File: src/ordered_prefix_match_table_defines.svh
// Assertion macros for the ordered prefix match table.
`ifndef ORDERED_PREFIX_MATCH_TABLE_DEFINES_SVH
`define ORDERED_PREFIX_MATCH_TABLE_DEFINES_SVH

// Same-cycle implication, sampled on clk, off during reset.
`define OPMT_ASSERT_NOW(lbl, ante, cons, msg) \
    lbl: assert property (@(posedge clk) disable iff (!rst_n) (ante) |-> (cons)) \
        else $error(msg);

// Next-cycle implication, sampled on clk, off during reset.
`define OPMT_ASSERT_NEXT(lbl, ante, cons, msg) \
    lbl: assert property (@(posedge clk) disable iff (!rst_n) (ante) |=> (cons)) \
        else $error(msg);

`endif

File: src/opmt_pkg.sv
// Package: constants and codes for the ordered prefix match table.
`default_nettype none
package opmt_pkg;
    localparam int DEPTH_DEF     = 256;
    localparam int KEY_WIDTH_DEF = 64;

    // Field widths
    localparam int MODE_W   = 3;
    localparam int BITS_W   = 64;
    localparam int LEN_W    = 7;
    localparam int POS_W    = 8;
    localparam int CAPREG_W = 9;
    localparam int IN_W     = 88;
    localparam int OUT_W    = 88;
    localparam int CFG_IDX_W = 8;
    localparam int CFG_DAT_W = 9;

    // Modes
    localparam logic [2:0] MODE_PREFIX    = 3'd0;
    localparam logic [2:0] MODE_EXACT     = 3'd1;
    localparam logic [2:0] MODE_INSERT    = 3'd2;
    localparam logic [2:0] MODE_INS_SHIFT = 3'd3;
    localparam logic [2:0] MODE_REMOVE    = 3'd4;
    localparam logic [2:0] MODE_REM_SHIFT = 3'd5;
    localparam logic [2:0] MODE_READ      = 3'd6;

    // Error codes
    localparam logic [1:0] ERR_OK    = 2'd0;
    localparam logic [1:0] ERR_FULL  = 2'd1;
    localparam logic [1:0] ERR_WIDE  = 2'd2;
    localparam logic [1:0] ERR_RANGE = 2'd3;

    // Register indexes and reset values
    localparam logic [7:0] REG_CAPACITY = 8'd0;
    localparam logic [7:0] REG_WIDTH    = 8'd1;
    localparam logic [8:0] CAP_RESET    = 9'd256;
    localparam logic [6:0] WIDTH_RESET  = 7'd64;
endpackage
`default_nettype wire

File: src/opmt_cell.sv
// One table cell: an entry register loaded from its input (the next cell, or the write-back at the tail) on each shift.
`default_nettype none
module opmt_cell #(
    parameter int KEY_WIDTH = 64
) (
    input  wire logic                 clk,
    input  wire logic                 shift_en,
    input  wire logic [KEY_WIDTH-1:0] in_bits,
    input  wire logic [6:0]           in_len,
    input  wire logic                 in_valid,
    output logic      [KEY_WIDTH-1:0] bits,
    output logic      [6:0]           len,
    output logic                      valid
);
    import opmt_pkg::*;

    logic [KEY_WIDTH-1:0] bits_reg;
    logic [LEN_W-1:0]     len_reg;
    logic                 valid_reg;

    // Entry storage, no reset: contents are defined by writes only
    always_ff @(posedge clk)
    begin
        if (shift_en)
        begin
            bits_reg  <= in_bits;
            len_reg   <= in_len;
            valid_reg <= in_valid;
        end
    end

    assign bits  = bits_reg;
    assign len   = len_reg;
    assign valid = valid_reg;
endmodule
`default_nettype wire

File: config.mk
export PLATFORM = sky130hd
export DESIGN_NAME = opmt_cell
export DESIGN_NICKNAME = d
export VERILOG_FILES = /design/src/ordered_prefix_match_table_defines.svh /design/src/opmt_pkg.sv /design/src/opmt_cell.sv
export SDC_FILE = /design/constraint.sdc
export NUM_CORES = 1
export LEC_CHECK = 0
export BUFFER_PORTS_ARGS = -buffer_cell sky130_fd_sc_hd__buf_4
export CAP_MARGIN = 10
export CORE_MARGIN = 1
export CORE_UTILIZATION = 35
export CTS_CLUSTER_SIZE = 24
export DETAILED_ROUTE_END_ITERATION = 10
export GPL_TIMING_DRIVEN = 0
export PLACE_DENSITY = 0.7
export SLEW_MARGIN = 30
export SYNTH_ARGS = -nofsm -noshare
export SYNTH_HDL_FRONTEND = slang
export SYNTH_SLANG_ARGS = --single-unit
File: constraint.sdc
create_clock -name clk -period 1.37 [get_ports clk]
set_clock_uncertainty 0.15 [all_clocks]
set_input_delay 0 -clock clk [delete_from_list [all_inputs] [get_ports clk]]
set_output_delay 0 -clock clk [all_outputs]
set_load 0.01 [all_outputs]
==> metrics.cfg <==
[critical_path]
critPathLaunchType=register
path_max_fanout=1
cp-end-kind=output port
worstPathCellList=buf_4
worstPathRequired_ns=1.22
arrival_ns=0.89
slowest_stage=edfxtp_1
cp_num_buf_inv=1
cpPeakStageDelay_ns=0.40
crit_type=register to output port
crit_family=flip-flops

[clocking]
clkTransAtPathRegs_ns=0.07
cts_tree=done
cts_setup_buffers=0
cts_sinks=72
htree_levels=3
cts_made_buffers=9
root_buffer=clkbuf_8
clk_path_buf_depth=2

[logic_synthesis]
netlist_area_sq_um=2160
synth_area_leader_cell=edfxtp_1
syn-num-nets=146
synth_area_per_cell_sq_um=30.0
ys_ff_latch=72
syn_inst=72
synth_top_cells_by_area=edfxtp_1 100%
synth.distinct_cells=1
ys_warn_count=0
synth_seq_area_share_pct=100
synth_top_area_share_pct=100

[timing]
tightest_slew_ns=0.896
relSlewSlack_pct=40.3
tns_ns=0
rsz0062_at_grt=no
slew_violations=0
hold_viol_final=0
finalCritPeriodShare_pct=75.9
setup_slack_ns=0.331
finalSetupViolations=0
finalCriticalPeriod_ns=1.04
fmax_mhz=962

[detailed_routing]
routed_wl_mm=5.49
ant_nets=0
via_per_inst=4.29
firstDrtPassIters=3
wl_per_cell_um=14.5
drc=0
num_vias=1629
drtIter0Drc=45

[pwr]
power_frac_comb_pct=13.9
clkPwrFrac_pct=34.0
p_leak_nw=1.81
swShare_pct=20.3
seqPwrFrac_pct=52.1
p_int_mw=4.08
ir_worst_vdd_uv=706
switching_power_mw=1.04
power_density_nw_per_um2=1200

[finish]
final_core_util_pct=71.8
largest_reg_flops=64
multi_input_cells=0
drive_gt1_share_pct=52.5
syn_to_final_growth_pct=97.7
multi_input_area_sq_um=0
nets=374
antenna_cells=0
design_area_sq_um=4280

[global_routing]
grt_usage_pct=17.7
first_global_vias=1745
met1_usage_pct=17.7
grt_pass1_wl_mm=8.05
gr-usage-met2_pct=31.1
grt_antenna_before_repair=0
use_met3_pct=6.70
grt-busiest-layer=met2
grt_max_degree=73
grt_overflow=0

[floorplan]
fp-row-count=28
die_width_um=80.6
die_h_um=80.6
die-area_sq_um=6500
initial_core_util_pct=36.3
core_area_sq_um=5960
top_level_ports=146

[hold_path]
hold_class=input pin to register

[run]
maxCapViolations=0

[status]
outcome=finished clean

[placement]
post_dp_cell_area_sq_um=3340
io_buffers=145
preCtsSetupSlack_ns=0.113
gp_congestion=0.687

-- per-stage QoR --
step	instances	power, mW	hold WS, ns
2_1_floorplan	72	2.81	-0.0511
3_3_place_gp	292	3.24	0.0281
3_5_place_dp	292	3.26	0.0292
4_1_cts	380	5.20	0.174
5_1_grt	380	5.31	0.196
6_report	380	5.13	0.167
-- Yosys cell counts, drive strengths merged --
| cell | n |
|---|---|
| edfxtp | 72 |
-- area by class of cell --
cell class	instances	area, sq um
clock buffer	9	124
sequential	72	2160
fill	391	1680
tap	75	93.8
clock inverter	7	86.3
timing repair buffer	217	1810
-- what timing repair did --
item | CTS | global route
hold endpoints to repair | 72 | 0
gates resized for setup | 0 | 0
hold buffers | 72 | 0
-- cell usage in the layout, fill, tap and decap left out, drive strengths merged --
master       synthesis  routed
buf                  0     145
edfxtp              72      72
dlygate4sd3          0      72
clkbuf               0       9
clkinv               0       4
bufinv               0       2
clkinvlp             0       1
-- power groups by stage --
stage | combinational, mW | sequential [mW] | clock (mW)
CTS | 0.714 | 2.67 | 1.82
floorplan | 0 | 2.81 | 0
finish | 0.713 | 2.67 | 1.75
detailed placement | 0.548 | 2.72 | 0
global route | 0.762 | 2.69 | 1.86
global placement | 0.536 | 2.70 | 0
-- cell families (layout without fill, tap and decap cells) --
kind of cell | count (synthesis) | after routing | synth area share (%)
buffers and inverters | 0 | 233 | 0
flip-flops | 72 | 72 | 100
-- per-layer routing --
metal | vias to the layer above | wire [um]
met2 | 90 | 2870
met4 | 0 | 119
met3 | 12 | 582
met1 | 780 | 1920
met5 | - | 0
li1 | 747 | -
-- final timing paths --
check	from	end	slack [ns]	cells past startpoint
hold / removal	shift_en	bits[47]	0.17	1
setup / recovery	bits[27]	bits[27]	0.33	1
(Power assumes the default switching activity.)
